## config.mk

```make
export PLATFORM = sky130hd
export DESIGN_NAME = binary_event_flag_cleanup_top
export DESIGN_NICKNAME = d
export VERILOG_FILES = /design/src/rtl/core/befc_pkg.sv /design/src/rtl/core/binary_event_flag_cleanup_top.sv /design/src/rtl/core/befc_filter.sv /design/src/rtl/core/befc_dilate.sv
export SDC_FILE = /design/constraint.sdc
export NUM_CORES = 1
export LEC_CHECK = 0
export BUFFER_PORTS_ARGS = -buffer_cell sky130_fd_sc_hd__buf_2
export CAP_MARGIN = 20
export CORE_UTILIZATION = 65
export CTS_CLUSTER_DIAMETER = 60
export CTS_CLUSTER_SIZE = 30
export DETAILED_ROUTE_END_ITERATION = 12
export PLACE_DENSITY = 0.82
export SYNTH_ARGS = -nofsm -noshare
export SYNTH_HDL_FRONTEND = slang
export SYNTH_HIERARCHICAL = 1
export SYNTH_SLANG_ARGS = --single-unit
```

## constraint.sdc

```tcl
create_clock -name clk_i -period 13 [get_ports clk_i]
set_input_delay 1.3 -clock clk_i [delete_from_list [all_inputs] [get_ports clk_i]]
set_output_delay 1.3 -clock clk_i [all_outputs]
set_load 0.02 [all_outputs]
```

## src/rtl/core/befc_pkg.sv

```systemverilog
// Shared types, constants and helpers of the binary event flag cleanup block.
// Used by befc_filter, befc_dilate and binary_event_flag_cleanup_top.
`timescale 1ns / 1ps

package befc_pkg;

  // Upper limits of the register fields after saturation.
  localparam int MAX_HALF = 8;
  localparam int MAX_RUN  = 16;
  localparam int MAX_ROLL = 16;

  // Register field widths.
  localparam int HALF_W    = 4;
  localparam int CNT_W     = 5;
  localparam int CFG_IDX_W = 3;

  // Majority window: raw lookahead frames and cleaned history.
  localparam int WIN_W      = MAX_HALF + 1;
  localparam int HIST_W     = MAX_HALF;
  localparam int MAJ_FILL_W = $clog2(MAX_HALF + 2);
  localparam int MAJ_SUM_W  = $clog2(WIN_W + HIST_W + 1);

  // Held-frame counters of the run and gap stages.
  localparam int RUN_CNT_W = $clog2(MAX_RUN + 1);

  // Pre-roll delay line.
  localparam int DLY_W     = MAX_ROLL + 1;
  localparam int DLY_CNT_W = $clog2(DLY_W + 1);

  // Register indexes of the configuration port.
  typedef enum logic [CFG_IDX_W-1:0] {
    CFG_MAJ_HALF  = 3'd0,
    CFG_MIN_RUN   = 3'd1,
    CFG_MIN_GAP   = 3'd2,
    CFG_PRE_ROLL  = 3'd3,
    CFG_POST_ROLL = 3'd4
  } cfg_idx_e;

  // Saturated configuration as seen by the datapath.
  typedef struct packed {
    logic [HALF_W-1:0] half;
    logic [CNT_W-1:0]  min_run;
    logic [CNT_W-1:0]  min_gap;
    logic [CNT_W-1:0]  pre_roll;
    logic [CNT_W-1:0]  post_roll;
  } cfg_t;

  // One frame flag moving between stages, with its end-of-sequence tag.
  typedef struct packed {
    logic flag;
    logic last;
  } beat_t;

  // Saturate a count field at a limit.
  function automatic logic [CNT_W-1:0] clamp_cnt(input logic [CNT_W-1:0] v, input int hi);
    return (int'(v) > hi) ? CNT_W'(hi) : v;
  endfunction

endpackage

```

## src/rtl/core/binary_event_flag_cleanup_top.sv

```systemverilog
// Top level of the binary event flag cleanup block: configuration registers,
// input register and the filter and dilation stages. Depends on befc_pkg.
`timescale 1ns / 1ps

// Usage
// Input channel: one beat per frame, motion_flag_i with last_frame_i set on the
// final frame of a sequence. Output channel: one beat per frame, in frame order,
// keep_flag_o carries the cleaned flag and last_out_o marks the final frame's beat.
// Frames pass an input register, a majority stage, a run stage, a gap stage and
// a dilation stage, each with its own output register, and a frame that is not
// held back reaches out_valid_o through these registers in that order.
// Frames are held back while the majority lookahead (half), a short run, an
// open gap or the pre-roll lookahead is still undecided.
// Throughput is one beat per cycle while no stage holds frames or stalls. When a held run or gap is released, the
// stage sends its held frames at one per cycle and stalls its input meanwhile.
// After the final frame each stage drains its held frames the same way: up to
// half lookahead frames, 15 held ones, 15 held zeros and 16 pre-roll frames.
// A stall at out_ready_i backs up through the stage registers to in_ready_o;
// nothing is lost. Reset clears all stages and loads the register defaults
// (half 1, minimum run 2, minimum gap 2, no pre-roll, no post-roll).
// Registers are to be written through cfg_we_i only while the block is idle; the block does not enforce this.

module binary_event_flag_cleanup_top import befc_pkg::*; (
  input  logic                 clk_i,
  input  logic                 rst_ni,
  input  logic                 cfg_we_i,
  input  logic [CFG_IDX_W-1:0] cfg_idx_i,
  input  logic [CNT_W-1:0]     cfg_data_i,
  input  logic                 in_valid_i,
  output logic                 in_ready_o,
  input  logic                 motion_flag_i,
  input  logic                 last_frame_i,
  output logic                 out_valid_o,
  input  logic                 out_ready_i,
  output logic                 keep_flag_o,
  output logic                 last_out_o
);

  // Configuration registers.
  logic [HALF_W-1:0] maj_half_q;
  logic [CNT_W-1:0]  min_run_q, min_gap_q, pre_roll_q, post_roll_q;
  cfg_t              cfg;

  always_ff @(posedge clk_i or negedge rst_ni) begin
    if (!rst_ni) begin
      maj_half_q  <= HALF_W'(1);
      min_run_q   <= CNT_W'(2);
      min_gap_q   <= CNT_W'(2);
      pre_roll_q  <= '0;
      post_roll_q <= '0;
    end else if (cfg_we_i) begin
      case (cfg_idx_e'(cfg_idx_i))
        CFG_MAJ_HALF:  maj_half_q  <= cfg_data_i[HALF_W-1:0];
        CFG_MIN_RUN:   min_run_q   <= cfg_data_i;
        CFG_MIN_GAP:   min_gap_q   <= cfg_data_i;
        CFG_PRE_ROLL:  pre_roll_q  <= cfg_data_i;
        CFG_POST_ROLL: post_roll_q <= cfg_data_i;
        default: begin
        end
      endcase
    end
  end

  // Saturate the register fields at their limits.
  always_comb begin
    cfg.half      = (int'(maj_half_q) > MAX_HALF) ? HALF_W'(MAX_HALF) : maj_half_q;
    cfg.min_run   = clamp_cnt(min_run_q, MAX_RUN);
    cfg.min_gap   = clamp_cnt(min_gap_q, MAX_RUN);
    cfg.pre_roll  = clamp_cnt(pre_roll_q, MAX_ROLL);
    cfg.post_roll = clamp_cnt(post_roll_q, MAX_ROLL);
  end

  // Input register.
  logic  in_v_q, in_v_d;
  beat_t in_beat_q;
  logic  flt_in_ready;

  assign in_ready_o = !in_v_q || flt_in_ready;

  always_comb begin
    if (in_valid_i && in_ready_o) begin
      in_v_d = 1'b1;
    end else if (flt_in_ready) begin
      in_v_d = 1'b0;
    end else begin
      in_v_d = in_v_q;
    end
  end

  always_ff @(posedge clk_i or negedge rst_ni) begin
    if (!rst_ni) begin
      in_v_q <= 1'b0;
    end else begin
      in_v_q <= in_v_d;
    end
  end

  always_ff @(posedge clk_i) begin
    if (in_valid_i && in_ready_o) in_beat_q <= '{flag: motion_flag_i, last: last_frame_i};
  end

  // Majority, run and gap stages.
  logic  flt_valid, dil_in_ready;
  beat_t flt_beat;

  befc_filter u_filter (
    .clk_i       (clk_i),
    .rst_ni      (rst_ni),
    .cfg_i       (cfg),
    .in_valid_i  (in_v_q),
    .in_beat_i   (in_beat_q),
    .in_ready_o  (flt_in_ready),
    .out_valid_o (flt_valid),
    .out_beat_o  (flt_beat),
    .out_ready_i (dil_in_ready)
  );

  // Dilation stage and output register.
  beat_t out_beat;

  befc_dilate u_dilate (
    .clk_i       (clk_i),
    .rst_ni      (rst_ni),
    .cfg_i       (cfg),
    .in_valid_i  (flt_valid),
    .in_beat_i   (flt_beat),
    .in_ready_o  (dil_in_ready),
    .out_valid_o (out_valid_o),
    .out_beat_o  (out_beat),
    .out_ready_i (out_ready_i)
  );

  assign keep_flag_o = out_beat.flag;
  assign last_out_o  = out_beat.last;

endmodule

```

## src/rtl/core/befc_filter.sv

```systemverilog
// Majority filter, short run removal and gap filling of the flag cleanup block.
// Depends on befc_pkg for the beat and configuration types.
`timescale 1ns / 1ps

module befc_filter import befc_pkg::*; (
  input  logic  clk_i,
  input  logic  rst_ni,
  input  cfg_t  cfg_i,
  input  logic  in_valid_i,
  input  beat_t in_beat_i,
  output logic  in_ready_o,
  output logic  out_valid_o,
  output beat_t out_beat_o,
  input  logic  out_ready_i
);

  // ---------------------------------------------------------------------------
  // Stage 1: recursive majority
  // ---------------------------------------------------------------------------
  logic [WIN_W-1:0]      maj_win_q, maj_win_d;
  logic [MAJ_FILL_W-1:0] maj_fill_q, maj_fill_d;
  logic [HIST_W-1:0]     maj_hist_q, maj_hist_d;
  logic                  maj_flush_q, maj_flush_d;
  logic                  s1_v_q, s1_v_d;
  beat_t                 s1_beat_q;

  logic                  run_in_ready;
  logic                  s1_free, maj_take, maj_emit, maj_tag, maj_y, maj_last;
  logic [WIN_W-1:0]      maj_push, maj_w;
  logic [MAJ_FILL_W-1:0] maj_f, maj_f_rem;
  logic [MAJ_SUM_W-1:0]  maj_sum;

  assign s1_free    = !s1_v_q || run_in_ready;
  assign in_ready_o = !maj_flush_q && s1_free;
  assign maj_take   = in_valid_i && in_ready_o;

  // Window contents and emit decision for this cycle.
  always_comb begin
    maj_push = maj_win_q | (WIN_W'(in_beat_i.flag) << maj_fill_q);
    if (maj_flush_q) begin
      maj_w    = maj_win_q;
      maj_f    = maj_fill_q;
      maj_tag  = 1'b1;
      maj_emit = s1_free;
    end else begin
      maj_w    = maj_push;
      maj_f    = maj_fill_q + MAJ_FILL_W'(1);
      maj_tag  = in_beat_i.last;
      maj_emit = maj_take && (in_beat_i.last || (maj_f > MAJ_FILL_W'(cfg_i.half)));
    end
    maj_f_rem = maj_f - MAJ_FILL_W'(1);
    maj_last  = maj_tag && (maj_f_rem == '0);
  end

  // Ones count over the raw lookahead and the cleaned history.
  always_comb begin
    maj_sum = '0;
    for (int i = 0; i < WIN_W; i++) begin
      if (i <= int'(cfg_i.half)) maj_sum = maj_sum + MAJ_SUM_W'(maj_w[i]);
    end
    for (int i = 0; i < HIST_W; i++) begin
      if (i < int'(cfg_i.half)) maj_sum = maj_sum + MAJ_SUM_W'(maj_hist_q[i]);
    end
    maj_y = (maj_sum >= (MAJ_SUM_W'(cfg_i.half) + MAJ_SUM_W'(1)));
  end

  // Next state of the majority stage.
  always_comb begin
    maj_win_d   = maj_win_q;
    maj_fill_d  = maj_fill_q;
    maj_hist_d  = maj_hist_q;
    maj_flush_d = maj_flush_q;
    if (maj_emit) begin
      maj_win_d   = maj_w >> 1;
      maj_fill_d  = maj_f_rem;
      maj_hist_d  = maj_last ? '0 : ((maj_hist_q << 1) | HIST_W'(maj_y));
      maj_flush_d = maj_tag && (maj_f_rem != '0);
    end else if (maj_take) begin
      maj_win_d  = maj_push;
      maj_fill_d = maj_f;
    end
    s1_v_d = maj_emit ? 1'b1 : (run_in_ready ? 1'b0 : s1_v_q);
  end

  // ---------------------------------------------------------------------------
  // Stage 2: short run removal
  // ---------------------------------------------------------------------------
  logic [RUN_CNT_W-1:0] run_cnt_q, run_cnt_d;
  logic                 run_conf_q, run_conf_d;
  logic                 run_rel_q, run_rel_d;
  logic                 run_rval_q, run_rval_d;
  logic                 run_tag_q, run_tag_d;
  logic                 s2_v_q, s2_v_d;
  beat_t                s2_beat_q;

  logic                 gap_in_ready;
  logic                 s2_free, run_take, run_emit, run_v, run_t, run_last;
  logic [RUN_CNT_W-1:0] run_c1, run_k, run_k_rem;

  assign s2_free      = !s2_v_q || gap_in_ready;
  assign run_in_ready = !run_rel_q && s2_free;
  assign run_take     = s1_v_q && run_in_ready;

  // Held ones are released as ones once the run is long enough, else as zeros.
  always_comb begin
    run_emit   = 1'b0;
    run_k      = run_cnt_q;
    run_v      = run_rval_q;
    run_t      = run_tag_q;
    run_cnt_d  = run_cnt_q;
    run_conf_d = run_conf_q;
    run_rel_d  = run_rel_q;
    run_rval_d = run_rval_q;
    run_tag_d  = run_tag_q;
    run_c1     = run_cnt_q + RUN_CNT_W'(1);
    if (run_rel_q) begin
      run_emit = s2_free;
    end else if (run_take) begin
      run_t = s1_beat_q.last;
      if (s1_beat_q.flag) begin
        if (run_conf_q || (run_c1 >= RUN_CNT_W'(cfg_i.min_run))) begin
          run_conf_d = 1'b1;
          run_emit   = 1'b1;
          run_k      = run_c1;
          run_v      = 1'b1;
        end else if (s1_beat_q.last) begin
          run_emit = 1'b1;
          run_k    = run_c1;
          run_v    = 1'b0;
        end else begin
          run_cnt_d = run_c1;
        end
      end else begin
        run_conf_d = 1'b0;
        run_emit   = 1'b1;
        run_k      = run_c1;
        run_v      = 1'b0;
      end
    end
    run_k_rem = run_k - RUN_CNT_W'(1);
    run_last  = run_t && (run_k_rem == '0);
    if (run_emit) begin
      run_cnt_d  = run_k_rem;
      run_rel_d  = (run_k_rem != '0);
      run_rval_d = run_v;
      run_tag_d  = run_t;
      if (run_last) run_conf_d = 1'b0;
    end
    s2_v_d = run_emit ? 1'b1 : (gap_in_ready ? 1'b0 : s2_v_q);
  end

  // ---------------------------------------------------------------------------
  // Stage 3: gap filling
  // ---------------------------------------------------------------------------
  logic [RUN_CNT_W-1:0] gap_cnt_q, gap_cnt_d;
  logic                 gap_seen_q, gap_seen_d;
  logic                 gap_rel_q, gap_rel_d;
  logic                 gap_rval_q, gap_rval_d;
  logic                 gap_tag_q, gap_tag_d;
  logic                 s3_v_q, s3_v_d;
  beat_t                s3_beat_q;

  logic                 s3_free, gap_take, gap_emit, gap_v, gap_t, gap_last;
  logic [RUN_CNT_W-1:0] gap_c1, gap_k, gap_k_rem;

  assign s3_free      = !s3_v_q || out_ready_i;
  assign gap_in_ready = !gap_rel_q && s3_free;
  assign gap_take     = s2_v_q && gap_in_ready;

  // Held zeros become ones when a one closes the gap, else they pass as zeros.
  always_comb begin
    gap_emit   = 1'b0;
    gap_k      = gap_cnt_q;
    gap_v      = gap_rval_q;
    gap_t      = gap_tag_q;
    gap_cnt_d  = gap_cnt_q;
    gap_seen_d = gap_seen_q;
    gap_rel_d  = gap_rel_q;
    gap_rval_d = gap_rval_q;
    gap_tag_d  = gap_tag_q;
    gap_c1     = gap_cnt_q + RUN_CNT_W'(1);
    if (gap_rel_q) begin
      gap_emit = s3_free;
    end else if (gap_take) begin
      gap_t = s2_beat_q.last;
      if (s2_beat_q.flag) begin
        gap_seen_d = 1'b1;
        gap_emit   = 1'b1;
        gap_k      = gap_c1;
        gap_v      = 1'b1;
      end else if (!gap_seen_q || s2_beat_q.last ||
                   (gap_c1 >= RUN_CNT_W'(cfg_i.min_gap))) begin
        gap_seen_d = 1'b0;
        gap_emit   = 1'b1;
        gap_k      = gap_c1;
        gap_v      = 1'b0;
      end else begin
        gap_cnt_d = gap_c1;
      end
    end
    gap_k_rem = gap_k - RUN_CNT_W'(1);
    gap_last  = gap_t && (gap_k_rem == '0);
    if (gap_emit) begin
      gap_cnt_d  = gap_k_rem;
      gap_rel_d  = (gap_k_rem != '0);
      gap_rval_d = gap_v;
      gap_tag_d  = gap_t;
      if (gap_last) gap_seen_d = 1'b0;
    end
    s3_v_d = gap_emit ? 1'b1 : (out_ready_i ? 1'b0 : s3_v_q);
  end

  assign out_valid_o = s3_v_q;
  assign out_beat_o  = s3_beat_q;

  // Control state of all three stages.
  always_ff @(posedge clk_i or negedge rst_ni) begin
    if (!rst_ni) begin
      maj_win_q   <= '0;
      maj_fill_q  <= '0;
      maj_hist_q  <= '0;
      maj_flush_q <= 1'b0;
      s1_v_q      <= 1'b0;
      run_cnt_q   <= '0;
      run_conf_q  <= 1'b0;
      run_rel_q   <= 1'b0;
      run_rval_q  <= 1'b0;
      run_tag_q   <= 1'b0;
      s2_v_q      <= 1'b0;
      gap_cnt_q   <= '0;
      gap_seen_q  <= 1'b0;
      gap_rel_q   <= 1'b0;
      gap_rval_q  <= 1'b0;
      gap_tag_q   <= 1'b0;
      s3_v_q      <= 1'b0;
    end else begin
      maj_win_q   <= maj_win_d;
      maj_fill_q  <= maj_fill_d;
      maj_hist_q  <= maj_hist_d;
      maj_flush_q <= maj_flush_d;
      s1_v_q      <= s1_v_d;
      run_cnt_q   <= run_cnt_d;
      run_conf_q  <= run_conf_d;
      run_rel_q   <= run_rel_d;
      run_rval_q  <= run_rval_d;
      run_tag_q   <= run_tag_d;
      s2_v_q      <= s2_v_d;
      gap_cnt_q   <= gap_cnt_d;
      gap_seen_q  <= gap_seen_d;
      gap_rel_q   <= gap_rel_d;
      gap_rval_q  <= gap_rval_d;
      gap_tag_q   <= gap_tag_d;
      s3_v_q      <= s3_v_d;
    end
  end

  // Stage output beats.
  always_ff @(posedge clk_i) begin
    if (maj_emit) s1_beat_q <= '{flag: maj_y, last: maj_last};
    if (run_emit) s2_beat_q <= '{flag: run_v, last: run_last};
    if (gap_emit) s3_beat_q <= '{flag: gap_v, last: gap_last};
  end

  // A confirmed run holds no frames once its release is done.
  a_run_conf_empty: assert property (@(posedge clk_i) disable iff (!rst_ni)
    (run_conf_q && !run_rel_q) |-> (run_cnt_q == '0))
    else $error("run stage holds frames while the run is confirmed");

  // Zeros are only held after a one has been seen.
  a_gap_hold_seen: assert property (@(posedge clk_i) disable iff (!rst_ni)
    ((gap_cnt_q != '0) && !gap_rel_q) |-> gap_seen_q)
    else $error("gap stage holds zeros without a leading one");

  // The majority window never holds more frames than its lookahead.
  a_maj_fill: assert property (@(posedge clk_i) disable iff (!rst_ni)
    int'(maj_fill_q) <= MAX_HALF)
    else $error("majority window overfilled");

endmodule

```

## src/rtl/core/befc_dilate.sv

```systemverilog
// Pre-roll and post-roll dilation stage of the flag cleanup block, with the
// output register. Depends on befc_pkg for the beat and configuration types.
`timescale 1ns / 1ps

module befc_dilate import befc_pkg::*; (
  input  logic  clk_i,
  input  logic  rst_ni,
  input  cfg_t  cfg_i,
  input  logic  in_valid_i,
  input  beat_t in_beat_i,
  output logic  in_ready_o,
  output logic  out_valid_o,
  output beat_t out_beat_o,
  input  logic  out_ready_i
);

  logic [DLY_W-1:0]     dly_q, dly_d;
  logic [DLY_CNT_W-1:0] fill_q, fill_d;
  logic [CNT_W-1:0]     post_q, post_d;
  logic                 flush_q, flush_d;
  logic                 ov_q, ov_d;
  beat_t                obeat_q;

  logic                 free, take, emit, tag, keep, last;
  logic [DLY_W-1:0]     push, dwin;
  logic [DLY_CNT_W-1:0] f_cur, f_rem;
  logic [CNT_W-1:0]     post_n;

  assign free       = !ov_q || out_ready_i;
  assign in_ready_o = !flush_q && free;
  assign take       = in_valid_i && in_ready_o;

  // Delay line contents and pop decision.
  always_comb begin
    push = dly_q | (DLY_W'(in_beat_i.flag) << fill_q);
    if (flush_q) begin
      dwin  = dly_q;
      f_cur = fill_q;
      tag   = 1'b1;
      emit  = free;
    end else begin
      dwin  = push;
      f_cur = fill_q + DLY_CNT_W'(1);
      tag   = in_beat_i.last;
      emit  = take && (in_beat_i.last || (f_cur > DLY_CNT_W'(cfg_i.pre_roll)));
    end
    f_rem = f_cur - DLY_CNT_W'(1);
    last  = tag && (f_rem == '0);
  end

  // The popped frame is kept if it or any frame in its lookahead is set, or
  // while the post-roll of an earlier run is still running.
  always_comb begin
    keep = (|dwin) || (post_q != '0);
    if (dwin[0]) begin
      post_n = cfg_i.post_roll;
    end else if (post_q != '0) begin
      post_n = post_q - CNT_W'(1);
    end else begin
      post_n = post_q;
    end
  end

  // Next state.
  always_comb begin
    dly_d   = dly_q;
    fill_d  = fill_q;
    post_d  = post_q;
    flush_d = flush_q;
    if (emit) begin
      dly_d   = dwin >> 1;
      fill_d  = f_rem;
      post_d  = last ? '0 : post_n;
      flush_d = tag && (f_rem != '0);
    end else if (take) begin
      dly_d  = push;
      fill_d = f_cur;
    end
    ov_d = emit ? 1'b1 : (out_ready_i ? 1'b0 : ov_q);
  end

  always_ff @(posedge clk_i or negedge rst_ni) begin
    if (!rst_ni) begin
      dly_q   <= '0;
      fill_q  <= '0;
      post_q  <= '0;
      flush_q <= 1'b0;
      ov_q    <= 1'b0;
    end else begin
      dly_q   <= dly_d;
      fill_q  <= fill_d;
      post_q  <= post_d;
      flush_q <= flush_d;
      ov_q    <= ov_d;
    end
  end

  always_ff @(posedge clk_i) begin
    if (emit) obeat_q <= '{flag: keep, last: last};
  end

  assign out_valid_o = ov_q;
  assign out_beat_o  = obeat_q;

  // After the final frame of a sequence the delay line, fill count, post-roll and flush state are back at reset.
  a_last_clears: assert property (@(posedge clk_i) disable iff (!rst_ni)
    (emit && last) |=> ((fill_q == '0) && (post_q == '0) && !flush_q && (dly_q == '0)))
    else $error("dilation state not cleared after the final frame");

  // The delay line never holds more than the largest pre-roll.
  a_fill_bound: assert property (@(posedge clk_i) disable iff (!rst_ni)
    int'(fill_q) <= MAX_ROLL)
    else $error("pre-roll delay line overfilled");

  // A waiting output beat keeps its payload until it is taken.
  a_out_hold: assert property (@(posedge clk_i) disable iff (!rst_ni)
    (ov_q && !out_ready_i) |=> (ov_q && $stable(obeat_q)))
    else $error("output beat changed while waiting");

endmodule
```

==> impl_metrics.yaml, run 1 <==
status:
  status: "completed"
worst_setup_path:
  critical_path.top_delay_family: "adder cells"
  critPathMaxFanout: 39
  path_class: "reg -> reg"
  r2r_setup_slack_ns: 0.86
  required_ns: 13.24
  crit_top_cell: "ha_1"
  worst_ep_arrival_time_ns: 12.38
  slowest_stage: "dfrtp_1"
  crit_buf_inv: 4
  critical_path.startpoint_type: "flop"
  end_kind: "flop"
  crit_path_max_incr_delay_ns: 0.46
global_routing:
  grt_usage_pct: 29.2
  grt_pass1_wl_microns: 34400
  overflow: 0
  grt_pass1_vias: 7094
  grt_antenna_before_repair: 0
  grt_max_degree: 71
synthesis:
  synth_area_leaders: "dfrtp_1 (25%), ha_1 (9.6%), mux2_2 (4.6%)"
  yosysTopAreaCell: "dfrtp_1"
  synth_edf_count: 10
  synth_ff_type: "dfrtp_1"
  postSynthAreaPerCell_sq_um: 8.70
  synth_cell_types: 98
  synth_seq_cells: 107
  synth_seq_area_share_pct: 29.4
  yosys_warnings: 6
  synthCells: 1069
  synth-async-reset-ratio_pct: 90.7
  netlist.area_leader.share_pct: 25.3
  netlist_area_sq_um: 9300
  syn-num-nets: 1155
clock_tree:
  htreeDepth: 3
  cts_buffers: 9
  insertion_delay_ns: 0.35
  cts_tree: "yes"
  cts.clk_slew.worst_paths_ns: 0.07
  cts_setup_buffers: 0
  cts_num_sinks: 107
  ctsResizeCount: 0
  hold_buffers: 0
  cts_root_buf: "clkbuf_16"
  cts_buffer_depth: 2
layout:
  final_cell_mix: "nand2_1 (99), dfrtp_1 (94), a21oi_1 (84)"
  nets: 1139
  final_area_sq_um: 9700
  diodes: 0
  regArea_sq_um: 2730
  nFillCells: 1122
  multi_input_area_sq_um: 6120
  syn_to_final_growth_pct: 4.32
  final-instance-count-excl-fill: 1238
  drive_gt1_share_pct: 11.2
  utilization_pct: 69.6
  layout_commonest_cell: "nand2_1"
sta:
  rsz0062_at_grt: "false"
  period_share_pct: 93.4
  tightest_slew_ns: 0.923
  fmax_mhz: 82.4
  slew_headroom_pct: 38.5
  fin_crit_ns: 12.14
  clock-skew-final_ns: 0.00803
  timing.hold.ws_ns: 0.471
  timing.final.hold_violations: 0
  setup_ws_ns: 0.858
  finalSetupTns_ns: 0
  setup_violations: 0
  slew_viol_final: 0
floorplan:
  die_y_microns: 122
  ios: 19
  die_area_sq_um: 14800
  start_util_pct: 66.7
  core_area_sq_um: 13900
  fp.dieW_microns: 122
  rows: 43
min_path:
  hold_path_class: "reg -> reg"
route:
  vias_per_cell: 6.32
  num_vias: 7827
  wl_microns: 21100
  drc: 0
  wl_per_cell_microns: 17.0
  first_pass_iters: 5
  drt_iter0_markers: 823
  ant_nets: 0
placement:
  gp_congestion: 0.993
  portBuffers: 18
  pre_cts_slack_ns: 0.863
  dp.cells: 1222
  dp_hpwl_microns: 15700
  dpl-instance-area_sq_um: 9420
pwr:
  totalPowerFinal_mw: 2.43
  power.internal_mw: 1.26
  seq_power_share_pct: 25.9
  p_sw_mw: 1.17
  swShare_pct: 48.1
  p_leak_nw: 4.20
  p_comb_share_pct: 63.8
  power.density_nw_per_um2: 251
  ir_worst_vdd_uv: 129
  pwr-share-clk_pct: 10.4
flow_run:
  cap_viol_max_count: 0
==> layer usage <==
| metal | part of all wire [%] | vias up | GRT usage, % |
|---|---|---|---|
| li1 | - | 3822 | - |
| met1 | 45 | 3699 | 39.6 |
| met2 | 48 | 274 | 47.8 |
| met3 | 5.2 | 32 | 4.26 |
| met4 | 1.6 | 0 | 9.34 |
| met5 | 0 | - | 0 |
==> state kept, by name (all words and copies together) (netlist names), 5 cells and up <==
| name | flops |
|---|---|
| pre_roll_q | 5 |
| u_filter/maj_hist_q | 8 |
| u_filter/run_cnt_q | 5 |
| min_gap_q | 5 |
| u_dilate/fill_q | 5 |
| u_filter/maj_win_q | 9 |
| u_filter/gap_cnt_q | 5 |
| post_roll_q | 5 |
| u_dilate/dly_q | 17 |
| min_run_q | 5 |
| u_dilate/post_q | 5 |
==> worst reg2reg max path, delay by kind of cell, from the launching register on <==
family                   cells  cell delay (ns)
buffers and inverters        4             0.70
XOR/XNOR                     1             0.42
AND/OR/NAND/NOR             17             1.99
AO/OA/AOI/OAI               16             2.39
flip-flops                   1             0.46
adder cells (fa/ha/maj)     17             5.11
multiplexers                 4             0.97
==> path summary, 6_finish.rpt <==
kind                            cells after the start                                 end                             from
worst min register to register                      2     u_filter/gap_rval_q$_DFFE_PN0N_  u_filter/gap_rval_q$_DFFE_PN0N_
worst min-delay path                                2     u_filter/gap_rval_q$_DFFE_PN0N_  u_filter/gap_rval_q$_DFFE_PN0N_
worst max register to register                     59  u_filter/maj_hist_q[0]$_DFFE_PN0N_        maj_half_q[3]$_DFFE_PN0P_
worst max-delay path                               59  u_filter/maj_hist_q[0]$_DFFE_PN0N_        maj_half_q[3]$_DFFE_PN0P_
min in group asynchronous                           1      u_dilate/fill_q[2]$_DFFE_PN0P_                           rst_ni
max in group asynchronous                           2   u_filter/maj_win_q[5]$_DFFE_PN0P_                           rst_ni
==> synthesized netlist by cell type, types with 6 or more instances <==
cell type and number:
edfxtp_1 10, o31ai_1 10, xor2_1 22, nor3b_1 8, nand2b_1 19, nand4_1 9, xnor2_1 41, buf_2 14
a21oi_1 84, and2_1 11, nor2_1 80, mux2_2 38, inv_1 49, nor2b_1 33, nor3_1 20, nand2_1 99
dfrtp_1 94, a22o_1 9, o21ai_1 10, clkbuf_1 31, a31oi_1 10, nand3_1 37, a21o_1 13, mux2i_1 22
a211oi_1 8, o211ai_1 6, o21ai_0 57, or2_2 8, ha_1 71, nor4_1 9, and3_1 8
==> cell families after synthesis <==
group,after synthesis,share of synthesized area (%)
mux,61,7.13
fa+ha+maj,71,9.56
buf+inv,104,4.83
flops,107,29.4
simple gates,380,21.6
xor+xnor,72,8.01
compound gates,274,19.5
==> final cells by class <==
class                   instances  area share, %
clock buffers                  13           2.48
repair buffers                 26           1.65
multi-input cells             858           63.2
well taps                     180           2.32
clock inverters                 3          0.258
inverters                      51           1.97
flip-flops and latches        107           28.2
==> power by group through the flow <==
stage	sequential, mW	clock, mW	combinational (mW)
after floorplan	0.549	0	1.30
after global placement	0.626	0	1.47
after detailed placement	0.628	0	1.53
after CTS	0.624	0.259	1.53
after global routing	0.646	0.272	1.74
final	0.629	0.252	1.55
Power figures use the tool's default switching activity.
==> inputs of run 2 (changes only) <==
CORE_UTILIZATION = 50   (was 65)
PLACE_DENSITY = 0.67   (was 0.82)
==> impl_metrics.yaml, run 2 (same netlist as run 1, synthesis figures left out) <==
status:
  violations: "DRC"
  status: "complete, but fails checks"
clock_tree:
  cts_num_sinks: 107
  ctsResizeCount: 0
  cts_setup_buffers: 0
  cts_buffer_depth: 2
  hold_buffers: 0
  cts_tree: "yes"
  insertion_delay_ns: 0.35
  cts_root_buf: "clkbuf_16"
  cts_buffers: 9
  htreeDepth: 3
  cts.clk_slew.worst_paths_ns: 0.07
placement:
  dp_hpwl_microns: 16300
  gp_congestion: 0.910
  dp.cells: 1272
  portBuffers: 18
  dpl-instance-area_sq_um: 9490
layout:
  final_cell_mix: "nand2_1 (99), dfrtp_1 (94), a21oi_1 (84)"
  layout_commonest_cell: "nand2_1"
  nets: 1141
  final-instance-count-excl-fill: 1288
  regArea_sq_um: 2730
  top_regs: "u_dilate/dly_q: 17 flops, u_filter/maj_win_q: 9 flops, u_filter/maj_hist_q: 8 flops"
  diodes: 0
  multi_input_area_sq_um: 6120
  largest_register_ffs: 17
  largest-register: "u_dilate/dly_q"
  nFillCells: 1675
  drive_gt1_share_pct: 11.4
  final_area_sq_um: 9780
  syn_to_final_growth_pct: 5.25
sta:
  finalSetupTns_ns: 0
  rsz0062_at_grt: "false"
  fmax_mhz: 82.7
  tightest_slew_ns: 0.986
  timing.final.hold_violations: 0
  slew_viol_final: 0
  fin_crit_ns: 12.09
  clock-skew-final_ns: 0.00904
  slew_headroom_pct: 33.5
  setup_violations: 0
  period_share_pct: 93.0
pwr:
  seq_power_share_pct: 25.7
  p_sw_mw: 1.17
  p_leak_nw: 4.22
  p_comb_share_pct: 63.2
  swShare_pct: 47.8
  pwr-share-clk_pct: 11.1
  power.internal_mw: 1.27
  power.density_nw_per_um2: 249
  totalPowerFinal_mw: 2.44
  ir_worst_vdd_uv: 134
global_routing:
  grt_pass1_vias: 7323
  grt_usage_pct: 23.2
  grt_max_degree: 54
  overflow: 0
  grt_pass1_wl_microns: 36300
  grt_antenna_before_repair: 1
worst_setup_path:
  required_ns: 13.24
  worst_ep_arrival_time_ns: 12.32
  critPathMaxFanout: 11
  critical_path.startpoint_type: "flop"
  r2r_cells: 59
  end_kind: "flop"
  crit_top_cell: "ha_1"
  path_class: "reg -> reg"
  slowest_stage: "dfrtp_1"
  crit_path_max_incr_delay_ns: 0.59
flow_run:
  cap_viol_max_count: 0
floorplan:
  rows: 49
  start_util_pct: 51.4
  die_y_microns: 138
  die_area_sq_um: 19100
  fp.dieW_microns: 138
  ios: 19
  core_area_sq_um: 18100
route:
  first_pass_iters: 9
  drc: 2
  ant_nets: 0
  wl_per_cell_microns: 16.8
  vias_per_cell: 6.00
  wl_microns: 21700
  num_vias: 7729
  drt_iter0_markers: 436
min_path:
  whs_path_depth: 2
  hold_path_class: "reg -> reg"
==> run 2: layer usage <==
metal  track usage [%]  share of wire [%]  routed length [microns]
met5                 0                  0                        0
met4              7.10                1.6                      352
met3              3.71                3.3                      705
met2              40.2                 49                    10600
met1              29.7                 46                    10000
==> run 2: area by class of cell <==
class                   instances  area share (%)
multi-input cells             858            62.6
flip-flops and latches        107            27.9
well taps                     229            2.93
clock buffers                  11            2.60
inverters                      51            1.96
repair buffers                 28            1.71
clock inverters                 4           0.320
==> run 2: final timing paths <==
path                                                 endpoint  slack [ns]                        startpoint
max                        u_filter/maj_hist_q[0]$_DFFE_PN0N_        0.91  u_filter/maj_flush_q$_DFFE_PN0N_
min                           u_filter/gap_rval_q$_DFFE_PN0N_        0.49   u_filter/gap_rval_q$_DFFE_PN0N_
max reg2reg                u_filter/maj_hist_q[0]$_DFFE_PN0N_        0.91  u_filter/maj_flush_q$_DFFE_PN0N_
min reg2reg                   u_filter/gap_rval_q$_DFFE_PN0N_        0.49   u_filter/gap_rval_q$_DFFE_PN0N_
max in group asynchronous      u_dilate/fill_q[1]$_DFFE_PN0P_       10.95                            rst_ni
min in group asynchronous       u_dilate/dly_q[9]$_DFFE_PN0P_        0.92                            rst_ni
==> run 2: worst max-delay path, delay by kind of cell, from the launching register on <==
family | cells | cell delay [ns]
flip-flops | 1 | 0.59
adder cells (fa/ha/maj) | 18 | 5.35
XOR/XNOR | 1 | 0.41
multiplexers | 4 | 0.95
AND/OR/NAND/NOR | 18 | 1.98
AO/OA/AOI/OAI | 16 | 2.39
buffers and inverters | 2 | 0.27
==> run 2: power groups by stage <==
| stage | logic (mW) | registers [mW] | clock network (mW) |
|---|---|---|---|
| finish | 1.54 | 0.628 | 0.270 |
| global route | 1.74 | 0.648 | 0.288 |
| CTS | 1.53 | 0.624 | 0.276 |
| detailed placement | 1.52 | 0.630 | 0 |
| global placement | 1.50 | 0.629 | 0 |
| floorplan | 1.30 | 0.549 | 0 |
==> run 2: metrics by stage <==
stage / worst slack [ns] / hold WS, ns / util [%]
after CTS: 0.863 / 0.489 / 54.0
final: 0.914 / 0.485 / 54.1
after global routing: 0.0569 / 0.511 / 54.1
after floorplan: 1.60 / 0.438 / -
after detailed placement: 0.931 / 0.471 / 52.4
after global placement: 1.23 / 0.461 / 52.4
==> inputs of run 3 (changes only) <==
PLACE_DENSITY = 0.69   (was 0.67)
clock period = 9.9 ns   (was 13 ns; I/O delays follow)
==> impl_metrics.yaml, run 3 (same netlist as run 1, synthesis figures left out) <==
layout:
  layout_commonest_cell: "buf_4"
  largest_register_ffs: 17
  drive_gt1_share_pct: 23.4
  largest-register: "u_dilate/dly_q"
  final_area_sq_um: 10900
  nFillCells: 1535
  syn_to_final_growth_pct: 16.9
  top_regs: "u_dilate/dly_q: 17 flops, u_filter/maj_win_q: 9 flops, u_filter/maj_hist_q: 8 flops"
  nets: 1231
  final_cell_mix: "buf_4 (100), dfrtp_1 (92), nand2_1 (91)"
  diodes: 0
  regArea_sq_um: 2730
  multi_input_area_sq_um: 6520
worst_setup_path:
  end_kind: "flop"
  required_ns: 10.15
  crit_top_cell: "ha_4"
  path_class: "reg -> reg"
  r2r_cells: 56
  slowest_stage: "or4_4"
  worst_ep_arrival_time_ns: 10.56
  crit_path_max_incr_delay_ns: 0.56
  r2r_setup_slack_ns: -0.41
  critPathMaxFanout: 4
  r2r-end: "u_filter/maj_hist_q[0]$_DFFE_PN0N_"
  reg2reg_from: "maj_half_q[2]$_DFFE_PN0P_"
  critical_path.startpoint_type: "flop"
pwr:
  p_leak_nw: 4.68
  p_sw_mw: 1.72
  power.internal_mw: 2.05
  totalPowerFinal_mw: 3.77
  ir_worst_vdd_uv: 271
  pwr-share-clk_pct: 9.2
  p_comb_share_pct: 69.2
  swShare_pct: 45.7
  power.density_nw_per_um2: 347
  seq_power_share_pct: 21.6
floorplan:
  start_util_pct: 51.4
  fp.dieW_microns: 138
  core_area_sq_um: 18100
  ios: 19
  die_y_microns: 138
  rows: 49
  die_area_sq_um: 19100
min_path:
  whs_path_depth: 2
  hold_start: "u_filter/gap_rval_q$_DFFE_PN0N_"
  hold_end: "u_filter/gap_rval_q$_DFFE_PN0N_"
  hold_path_class: "reg -> reg"
sta:
  fmax_mhz: 97.0
  setup_ws_ns: -0.414
  rsz0062_at_grt: "true"
  fin_crit_ns: 10.31
  setup_violations: 2
  clock-skew-final_ns: 0.00605
  tightest_slew_ns: 1.01
  slew_headroom_pct: 32.0
  timing.final.hold_violations: 0
  slew_viol_final: 0
  period_share_pct: 104
clock_tree:
  cts_num_sinks: 107
  insertion_delay_ns: 0.35
  cts.clk_slew.worst_paths_ns: 0.08
  cts_buffer_depth: 2
  htreeDepth: 3
  cts_buffers: 9
  cts_root_buf: "clkbuf_16"
  hold_buffers: 0
  cts_tree: "yes"
route:
  num_vias: 8142
  wl_microns: 22800
  wl_per_cell_microns: 16.5
  drc: 2
  ant_nets: 0
  vias_per_cell: 5.90
  first_pass_iters: 10
  drt_iter0_markers: 550
global_routing:
  grt_antenna_before_repair: 0
  grt_pass1_wl_microns: 38200
  overflow: 0
  grt_pass1_vias: 7859
  grt_usage_pct: 24.2
  grt_max_degree: 64
placement:
  gp_congestion: 0.877
  portBuffers: 18
  dp_hpwl_microns: 16200
  dpl-instance-area_sq_um: 10100
status:
  violations: "DRC, setup timing"
  status: "complete, but fails checks"
flow_run:
  cap_viol_max_count: 0
## run 3: per-stage QoR
stage / hold slack, ns / setup slack, ns / instances / TNS (ns) / util (%)
after floorplan: 0.438 / -0.410 / 1069 / -0.792 / -
after global placement: 0.451 / -0.302 / 1330 / -0.573 / 55.8
after detailed placement: 0.464 / -0.534 / 1330 / -1.03 / 55.8
after CTS: 0.483 / -0.291 / 1366 / -0.533 / 58.9
after global routing: 0.523 / -0.882 / 1379 / -1.71 / 60.1
final: 0.478 / -0.414 / 1379 / -0.783 / 60.1
## run 3: power by group through the flow
stage | Combinational [mW] | Sequential, mW | Clock, mW
after global routing | 2.90 | 0.837 | 0.374
after detailed placement | 2.28 | 0.811 | 0
after global placement | 2.23 | 0.807 | 0
final | 2.61 | 0.813 | 0.348
after CTS | 2.46 | 0.804 | 0.359
after floorplan | 1.79 | 0.722 | 0
## run 3: timing repair
action,CTS,global route
setup buffers,20,13
setup endpoints to repair,2,2
pin swaps,19,18
gates resized for setup,22,27
## run 3: final cells by class
cell class / instances / area share [%]
inverters: 51 / 1.76
multi-input cells: 858 / 60.0
well taps: 229 / 2.64
clock buffers: 9 / 2.07
flip-flops and latches: 107 / 25.2
repair buffers: 118 / 7.80
clock inverters: 7 / 0.530
## run 3: worst max-delay path by stage
| stage | from | to | depth (start not counted) |
|---|---|---|---|
| floorplan | maj_half_q[3]$_DFFE_PN0P_ | u_filter/maj_hist_q[0]$_DFFE_PN0N_ | 58 |
| global placement | maj_half_q[2]$_DFFE_PN0P_ | u_filter/maj_hist_q[0]$_DFFE_PN0N_ | 56 |
| detailed placement | maj_half_q[2]$_DFFE_PN0P_ | u_filter/maj_hist_q[0]$_DFFE_PN0N_ | 56 |
| CTS | maj_half_q[3]$_DFFE_PN0P_ | u_filter/maj_hist_q[0]$_DFFE_PN0N_ | 55 |
| global route | maj_half_q[2]$_DFFE_PN0P_ | u_filter/maj_hist_q[0]$_DFFE_PN0N_ | 56 |
| finish | maj_half_q[2]$_DFFE_PN0P_ | u_filter/maj_hist_q[0]$_DFFE_PN0N_ | 56 |
## run 3: metal layers
metal | vias up | share of wire, % | track usage, %
met5 | - | 0 | 0
met4 | 0 | 1.3 | 6.33
met3 | 35 | 3.4 | 3.15
met2 | 184 | 49 | 41.6
met1 | 3920 | 47 | 32.2
li1 | 4003 | - | -
## run 3: worst max-delay path, delay by kind of cell, from the launching register on
kind,cells,cell delay [ns]
AOI/OAI and AO/OA,15,2.12
xor gates and xnor gates,1,0.23
adders and majority gates,17,4.24
buffers and inverters,2,0.15
DFF,1,0.39
muxes,4,1.02
and+or+nand+nor,17,2.06
